$ cat src/hw/rtl/pbm_pkg.sv
package pbm_pkg;

    localparam int NUM_PAGES   = 65536;
    localparam int PAGE_BYTES  = 4096;
    localparam int WORD_BITS   = 64;
    localparam int BIT_W       = 6;
    localparam int WORDS       = (NUM_PAGES + WORD_BITS - 1) / WORD_BITS;
    localparam int WADDR_W     = (WORDS > 1) ? $clog2(WORDS) : 1;
    localparam int PAGE_W      = WADDR_W + BIT_W;
    localparam int PAGE_SHIFT  = $clog2(PAGE_BYTES);
    localparam int SUM_W       = 21;
    localparam int WIDE_W      = 64;

    localparam int CMD_W       = 2;
    localparam int IDX_W       = 16;
    localparam int CNT_W       = 17;
    localparam int ADDR_W      = 28;
    localparam int IN_TDATA_W  = 40;
    localparam int OUT_TDATA_W = 32;

    localparam logic [CMD_W-1:0] CMD_USED  = 2'd0;
    localparam logic [CMD_W-1:0] CMD_FREE  = 2'd1;
    localparam logic [CMD_W-1:0] CMD_ALLOC = 2'd2;

    typedef struct packed {
        logic clr;
        logic load;
        logic run;
        logic out_load;
    } t_dp_ctl;

    typedef struct packed {
        logic [CMD_W-1:0] cmd;
        logic             empty;
        logic             clr_last;
        logic             rng_last;
        logic             alloc_done;
    } t_dp_sts;

endpackage

$ cat src/hw/rtl/pbm_ctrl.sv
module pbm_ctrl (
    input  logic             i_clk,
    input  logic             i_rst_n,
    input  logic             i_in_valid,
    output logic             o_in_ready,
    output logic             o_out_valid,
    input  logic             i_out_ready,
    output pbm_pkg::t_dp_ctl o_ctl,
    input  pbm_pkg::t_dp_sts i_sts
);

    typedef enum logic [2:0] {
        S_INIT,
        S_IDLE,
        S_DEC,
        S_RANGE,
        S_ALLOC,
        S_DONE
    } t_state;

    t_state r_state;
    logic   r_out_valid;

    always_comb begin
        o_ctl.clr      = (r_state == S_INIT);
        o_ctl.load     = (r_state == S_IDLE) && i_in_valid;
        o_ctl.run      = (r_state == S_RANGE) || (r_state == S_ALLOC);
        o_ctl.out_load = (r_state == S_DONE) && (!r_out_valid || i_out_ready);
    end

    assign o_in_ready  = (r_state == S_IDLE);
    assign o_out_valid = r_out_valid;

    always_ff @(posedge i_clk) begin
        if (!i_rst_n) begin
            r_state     <= S_INIT;
            r_out_valid <= 1'b0;
        end else begin
            if (o_ctl.out_load) begin
                r_out_valid <= 1'b1;
            end else if (i_out_ready) begin
                r_out_valid <= 1'b0;
            end
            case (r_state)
                S_INIT: begin
                    if (i_sts.clr_last) begin
                        r_state <= S_IDLE;
                    end
                end
                S_IDLE: begin
                    if (i_in_valid) begin
                        r_state <= S_DEC;
                    end
                end
                S_DEC: begin
                    case (i_sts.cmd)
                        pbm_pkg::CMD_USED, pbm_pkg::CMD_FREE: begin
                            r_state <= i_sts.empty ? S_DONE : S_RANGE;
                        end
                        pbm_pkg::CMD_ALLOC: begin
                            r_state <= S_ALLOC;
                        end
                        default: begin
                            r_state <= S_DONE;
                        end
                    endcase
                end
                S_RANGE: begin
                    if (i_sts.rng_last) begin
                        r_state <= S_DONE;
                    end
                end
                S_ALLOC: begin
                    if (i_sts.alloc_done) begin
                        r_state <= S_DONE;
                    end
                end
                S_DONE: begin
                    if (!r_out_valid || i_out_ready) begin
                        r_state <= S_IDLE;
                    end
                end
                default: begin
                    r_state <= S_IDLE;
                end
            endcase
        end
    end

    a_rng_last_in_range: assert property (@(posedge i_clk) disable iff (!i_rst_n)
        i_sts.rng_last |-> (r_state == S_RANGE))
        else $error("range write-back finished outside the range phase");

    a_alloc_in_alloc: assert property (@(posedge i_clk) disable iff (!i_rst_n)
        i_sts.alloc_done |-> (r_state == S_ALLOC))
        else $error("allocate search finished outside the allocate phase");

    a_no_out_in_init: assert property (@(posedge i_clk) disable iff (!i_rst_n)
        (r_state == S_INIT) |-> !r_out_valid)
        else $error("result presented during bitmap initialization");

endmodule

$ cat config.mk
export PLATFORM = sky130hd
export DESIGN_NAME = pbm_ctrl
export DESIGN_NICKNAME = d
export VERILOG_FILES = /design/src/hw/rtl/pbm_pkg.sv /design/src/hw/rtl/pbm_ctrl.sv
export SDC_FILE = /design/constraint.sdc
export NUM_CORES = 1
export LEC_CHECK = 0
export BUFFER_PORTS_ARGS = -buffer_cell sky130_fd_sc_hd__buf_2
export CAP_MARGIN = 15
export CORE_AREA = 2 2 39 41
export DETAILED_ROUTE_END_ITERATION = 8
export DIE_AREA = 0 0 41 43
export PLACE_DENSITY = 0.49
export SLEW_MARGIN = 25
export SYNTH_ARGS = -nofsm -noshare
export SYNTH_HDL_FRONTEND = slang
export SYNTH_SLANG_ARGS = --single-unit
$ cat constraint.sdc
create_clock -name i_clk -period 1.57 [get_ports i_clk]
set_input_delay 0.157 -clock i_clk [delete_from_list [all_inputs] [get_ports i_clk]]
set_output_delay 0.157 -clock i_clk [all_outputs]
set_load 0.05 [all_outputs]
Word level (Yosys, flattened, before mapping)
Index checks and enable logic that the tools add are counted.
{"block": "op_classes", "mux": 10, "reduce_logical": 10, "n_eq_ne": 12}
{"op": "3-bit 2-to-1 mux", "count": 6}
{"op": "3-bit one-hot mux with 6 select lines", "count": 1}
{"op": "3-bit by 2-bit equality test with 1-bit output, second input constant", "count": 2}
{"op": "3-bit equality test, second input constant", "count": 2}
{"op": "2-bit != test, second input constant", "count": 3}
{"op": "3-bit one-hot mux with 2 select lines", "count": 1}
{"op": "5-bit AND reduction", "count": 1}
{"op": "2-bit by 1-bit != test with 1-bit output, second input constant", "count": 2}
{"op": "3-bit by 1-bit equality test with 1-bit output, second input constant", "count": 1}
{"op": "3-bit zero test", "count": 1}
{"op": "2-bit by 1-bit equality test with 1-bit output, second input constant", "count": 1}
{"op": "2-bit equality test, second input constant", "count": 1}
{"op": "1-bit logical AND", "count": 2}
{"op": "2-bit zero test", "count": 1}
{"op": "1-bit logical OR", "count": 2}
{"op": "1-bit 2-to-1 mux", "count": 2}
{"op": "2-bit nonzero test", "count": 1}
{"op": "2-bit OR reduction", "count": 1}
{"op": "1-bit zero test", "count": 1}
{"block": "totals", "elab_cells": 34, "inputBits": 10, "output_inout_bits": 6, "ff_bits": 4}

Depth between registers and ports, before layout
Gate-level depths: netlist of the first run.
{"block": "logic_depth", "depth_word": 4, "mapped_depth": 5, "depth_no_buf": 4}

Least setup slack after synthesis of the first run
No wires, ideal clock.
{"block": "synth_path", "path_type": "register -> output", "start": "register r_state[0]", "end": "output port o_ctl[2] in the netlist's numbering", "stages_incl_launch_ff": 4, "required_ns": 1.413, "path_buffers": 1, "t_arrival_ns": 1.729, "path_slack_ns": -0.316, "path_cell_list": "dfxtp_1 > buf_4 > nor3b_2 > and2_1"}
{"item": "start: declaration", "line_no": "pbm_ctrl.sv:21", "rtl": "t_state r_state;"}
{"item": "start signal: assignment", "line_no": "pbm_ctrl.sv:58", "rtl": "r_state <= i_sts.empty ? S_DONE : S_RANGE;"}
{"item": "end: declaration", "line_no": "pbm_ctrl.sv:8", "rtl": "output pbm_pkg::t_dp_ctl o_ctl,"}

==> results of run 1 <==
==> cell families after synthesis <==
family,after synthesis,synth area share [%]
flip-flops,4,22.86
buffers and inverters,4,7.855
AND/OR/NAND/NOR,21,38.93
AO/OA/AOI/OAI,8,20.36
multiplexers,3,9.999
==> routing by layer <==
layer,up-vias,share of wire [%],track usage (%)
met5,-,0,0
met4,0,0,8.000
met3,0,5.5,1.571
met2,8,48,16.25
met1,144,46,13.55
li1,181,-,-
==> layout by cell type (no fill, tap or decap), types with 2 or more instances in the layout <==
cell type  netlist  layout
dfxtp_2          0       3
buf_2            1      13
a21oi_1          2       2
nor3_2           1       2
nor3b_1          2       2
clkbuf_4         0       4
buf_4            1       4
mux2i_1          2       2
nand2b_1         2       2
nand2_1          6       6
==> state kept, by name, indices dropped and copies added (netlist names) <==
| signal | cells |
|---|---|
| r_state | 3 |
| o_out_valid | 1 |
==> final cells by class <==
cell class,instances,area [um^2]
Fill cell,156,894.6
Multi-Input combinational cell,32,256.5
Timing Repair Buffer,18,102.6
Sequential cell,4,83.83
Clock buffer,3,22.52
Tap cell,16,20.02
Inverter,1,3.754
==> power groups by stage <==
stage                     Clock, mW  Sequential [mW]  Combinational (mW)
final                         0.121            0.130               0.180
after global routing          0.132            0.133               0.197
after CTS                     0.131            0.128               0.180
after detailed placement          0            0.129               0.178
after global placement            0            0.129               0.178
after floorplan                   0            0.119               0.149
==> what timing repair did <==
action	CTS	global route
cloned	0	0
endpoints found under the hold margin	0	0
endpoints found under the setup margin	1	3
gates resized for setup	1	5
hold buffers	0	0
==> per-stage QoR <==
| step | instance area [um^2] | util (%) | cells | worst slack (ps) |
|---|---|---|---|---|
| after floorplan | 361.6 | - | 40 | -127.0 |
| after global placement | 455.4 | 32.91 | 71 | 193.1 |
| after detailed placement | 455.4 | 32.91 | 71 | 186.0 |
| after CTS | 480.5 | 34.72 | 74 | 14.24 |
| after global routing | 489.2 | 35.35 | 74 | 15.77 |
| final | 489.2 | 35.35 | 74 | 123.4 |
==> critical path, stage by stage, from the launching register on <==
cell      delay [ps]
dfxtp_2          370
buf_4            170
nor3b_4          170
and2_1           140
clkbuf_4         220
==> worst paths after layout <==
path | startpoint | end | slack, ps | cells past startpoint
worst max-delay path | r_state[1] | o_ctl[2] | 120 | 4
worst max register to register | r_state[0] | r_state[2] | 260 | 3
worst min register to register | o_out_valid | o_out_valid | 500 | 2
worst min-delay path | i_rst_n | r_state[0] | 200 | 2
==> impl_metrics.csv, run 1 <==
group,metric,value,unit
grt,antenna_found_initial,0,
logic_synthesis,async_flop_share,0,%
cells_and_area,antennaDiodeCount,0,
routing,wl,730,um
routing,drtAntennaViolNets,0,
timing,tns,0,ps
logic_synthesis,synth_area,350.3,um^2
logic_synthesis,yosysSeqAreaShare,22.86,%
power,switching_share,36.80,%
routing,num_vias,333,
floorplan,initial_core_util,25.32,%
floorplan,die_h,43,um
power,p_comb_share,41.8,%
place,gp_congestion,0.6606,
clock_network,htree_num_levels,1,
timing,finalSetupViolations,0,
power,power_frac_clock,28.1,%
logic_synthesis,ys_top_cells_by_area,"dfxtp_1, nand2_1, mux2i_1, o311ai_2, o41ai_2",
logic_synthesis,syn-num-nets,50,
timing,relSlewSlack,78.01,%
cells_and_area,drive_gt1_share,56.90,%
clock_network,clkSlewWorstSetupHoldPaths,30,ps
power,peakVddDrop,336.5,uV
floorplan,die_w,41,um
clock_network,clock_sinks,4,
clock_network,clock_latency,230,ps
routing,wire_per_inst,9.865,um
place,io_buffers,15,
grt,grt_max_degree,11,
logic_synthesis,ys_ff_latch,4,
floorplan,rows,14,
clock_network,clk_path_buf_depth,2,
timing,fmax,691.3,MHz
clock_network,root_buffer,"clkbuf_4",
power,powerDensity,881.5,nW/um^2
logic_synthesis,ys_top_cells_by_count,"nand2_1, dfxtp_1",
timing,period_minus_slack,1447,ps
worst_setup_path,crit_path_end_kind,"output port",
clock_network,cts_tree,"yes",
logic_synthesis,yosysTopAreaCell,"dfxtp_1",
logic_synthesis,syn_area_per_cell,8.758,um^2
power,p_leak,0.2285,nW
routing,vias_per_cell,4.500,
worst_setup_path,start_kind,"register",
timing,worst_slew_pin_slew,329.3,ps
flow_run,maxCapViolations,0,
routing,drtIter0Drc,2,
logic_synthesis,netlist.area_leader.share,22.86,%
floorplan,die_area,1763,um^2
worst_setup_path,critPathArrivalTime,1290,ps
logic_synthesis,synth_edf_count,0,
floorplan,core_area,1384,um^2
logic_synthesis,yosysUniqueCellTypes,27,
floorplan,io_pins,16,
place,dpl.hpwl,609.1,um
run_status,status,"finished, final reports clean",
logic_synthesis,yosys_most_used_dff,"dfxtp_1",
grt,grt_pass1_vias,345,
power,intPower,272.6,uW
cells_and_area,syn_to_final_growth,39.64,%
worst_setup_path,cp_data_required_time,1410,ps
power,seq_power_share,30.2,%
timing,hold_ws,198.1,ps
logic_synthesis,synth_cells,40,
logic_synthesis,yosysWarnings,0,
timing,finClkSkew,0.07887,ps
routing,first_pass_iters,2,
timing,slew_violations,0,
logic_synthesis,synth_most_common_cell,"nand2_1",
grt,grt_pass1_wl,1.317,mm
hold_path,hold_class,"in2reg",
cells_and_area,layout.nets,70,
worst_setup_path,crit_type,"reg2out",
timing,period_share,92.14,%
power,p_total,431.3,uW
power,power_switching,158.7,uW
timing,rsz0062_at_grt,"false",
clock_network,numCtsBuffers,3,
routing,drc_errors,0,
worst_setup_path,cp_max_fo,10,
grt,grt-ovfl-total,0,
grt,grtUsageTotal,10.95,%
timing,hold_violations,0,
clock_network,postCtsSetupBuffers,0,
(Power assumes the default switching activity.)
==> run 2, diff against run 1 <==
--- a/config.mk
+++ b/config.mk
@@ -11,6 +11,7 @@
 export DETAILED_ROUTE_END_ITERATION = 8
 export DIE_AREA = 0 0 41 43
 export PLACE_DENSITY = 0.49
+export REMOVE_ABC_BUFFERS = 1
 export SLEW_MARGIN = 25
 export SYNTH_ARGS = -nofsm -noshare
 export SYNTH_HDL_FRONTEND = slang
==> impl_metrics.csv, run 2 (same netlist as run 1, synthesis figures left out) <==
group,metric,value,unit
run_status,status,"finished, final reports clean",
power,intPower,270.7,uW
timing,finalSetupViolations,0,
cells_and_area,final_cell_mix,"buf_2, nand2_1, clkbuf_4, buf_4, dfxtp_2",
grt,grt-ovfl-total,0,
timing,period_minus_slack,1479,ps
cells_and_area,layout_commonest_cell,"buf_2",
worst_setup_path,critPathArrivalTime,1320,ps
flow_run,maxCapViolations,0,
grt,grt_max_degree,11,
timing,period_share,94.20,%
clock_network,cts_tree,"yes",
routing,drtIter0Drc,2,
grt,grt_pass1_vias,321,
floorplan,rows,14,
place,dpl.hpwl,637.1,um
hold_path,hold_class,"in2reg",
floorplan,die_w,41,um
clock_network,root_buffer,"clkbuf_4",
grt,antenna_found_initial,0,
routing,drc_errors,0,
routing,wire_per_inst,10.52,um
worst_setup_path,cp_max_fo,10,
timing,finClkSkew,3.231,ps
timing,fmax,676.2,MHz
timing,worst_slew_pin_slew,346.1,ps
floorplan,core_area,1384,um^2
clock_network,clk_path_buf_depth,2,
clock_network,htree_num_levels,1,
cells_and_area,top_register,"r_state",
routing,num_vias,356,
grt,grtUsageTotal,10.74,%
routing,drtAntennaViolNets,0,
routing,vias_per_cell,4.747,
timing,hold_violations,0,
power,switching_share,38.63,%
worst_setup_path,crit_type,"reg2out",
power,power_frac_clock,30.7,%
floorplan,die_h,43,um
routing,wl,789,um
timing,rsz0062_at_grt,"false",
clock_network,clock_sinks,4,
timing,relSlewSlack,76.89,%
place,io_buffers,15,
timing,hold_ws,181.5,ps
floorplan,io_pins,16,
place,gp_congestion,0.7545,
floorplan,die_area,1763,um^2
clock_network,clock_latency,250,ps
cells_and_area,syn_to_final_growth,37.14,%
worst_setup_path,start_kind,"register",
timing,slew_violations,0,
power,p_comb_share,40.1,%
clock_network,numCtsBuffers,3,
floorplan,initial_core_util,25.32,%
worst_setup_path,crit_path_end_kind,"output port",
cells_and_area,drive_gt1_share,54.24,%
worst_setup_path,cp_data_required_time,1410,ps
cells_and_area,antennaDiodeCount,0,
grt,grt_pass1_wl,1.255,mm
routing,first_pass_iters,2,
cells_and_area,largest_reg_flops,3,
power,p_leak,0.2313,nW
power,peakVddDrop,386.3,uV
power,seq_power_share,29.3,%
cells_and_area,fin_util,34.72,%
power,power_switching,170.4,uW
power,powerDensity,918.1,nW/um^2
clock_network,clkSlewWorstSetupHoldPaths,40,ps
cells_and_area,layout.nets,71,
## run 2: path summary, 6_finish.rpt
kind	start	to	slack [ps]	depth (start not counted)
worst max-delay path	r_state[1]	o_ctl[2]	90	4
worst min-delay path	i_rst_n	r_state[0]	180	2
worst max register to register	r_state[0]	r_state[2]	240	3
worst min register to register	o_out_valid	o_out_valid	500	2
## run 2: layout make-up
class,instances,area [um^2]
well taps,16,20.02
flip-flops and latches,4,83.83
fillers,156,903.4
inverters,1,3.754
multi-input cells,32,242.7
repair buffers,19,107.6
clock buffers,3,22.52
## run 2: worst max-delay path: stages, from the launching register on
cell and delay (ps):
dfxtp_2 370, buf_4 160, nor3b_2 160, and2_1 140, buf_2 250
## run 2: what timing repair did
action | 4_1_cts | 5_1_grt
hold buffers | 0 | 0
buffers inserted | 0 | 0
setup endpoints to repair | 0 | 3
hold endpoints to repair | 0 | 0
resized for setup | 0 | 4
## run 2: power groups by stage
| stage | Combinational (mW) | Sequential [mW] | Clock [mW] |
|---|---|---|---|
| floorplan | 0.116 | 0.132 | 0 |
| global route | 0.189 | 0.132 | 0.150 |
| finish | 0.177 | 0.129 | 0.135 |
| detailed placement | 0.178 | 0.129 | 0 |
| CTS | 0.178 | 0.127 | 0.139 |
| global placement | 0.177 | 0.128 | 0 |
## run 2: metal layers
metal,vias up,wire length (um),track usage (%)
met4,0,6,4.000
met2,12,377,15.63
li1,184,-,-
met3,2,54,6.283
met1,158,351,12.54
met5,-,0,0
## run 2: stage by stage
stage / instances / cell area, um^2 / worst slack, ps / setup TNS, ps / power [mW]
4_1_cts: 75 / 474.2 / 11.87 / 0 / 0.4440
3_3_place_gp: 72 / 451.7 / 191.5 / 0 / 0.3054
2_1_floorplan: 37 / 326.6 / -352.6 / -468.2 / 0.2487
3_5_place_dp: 72 / 451.7 / 139.5 / 0 / 0.3066
5_1_grt: 75 / 480.5 / 20.45 / 0 / 0.4703
6_report: 75 / 480.5 / 91.10 / 0 / 0.4411
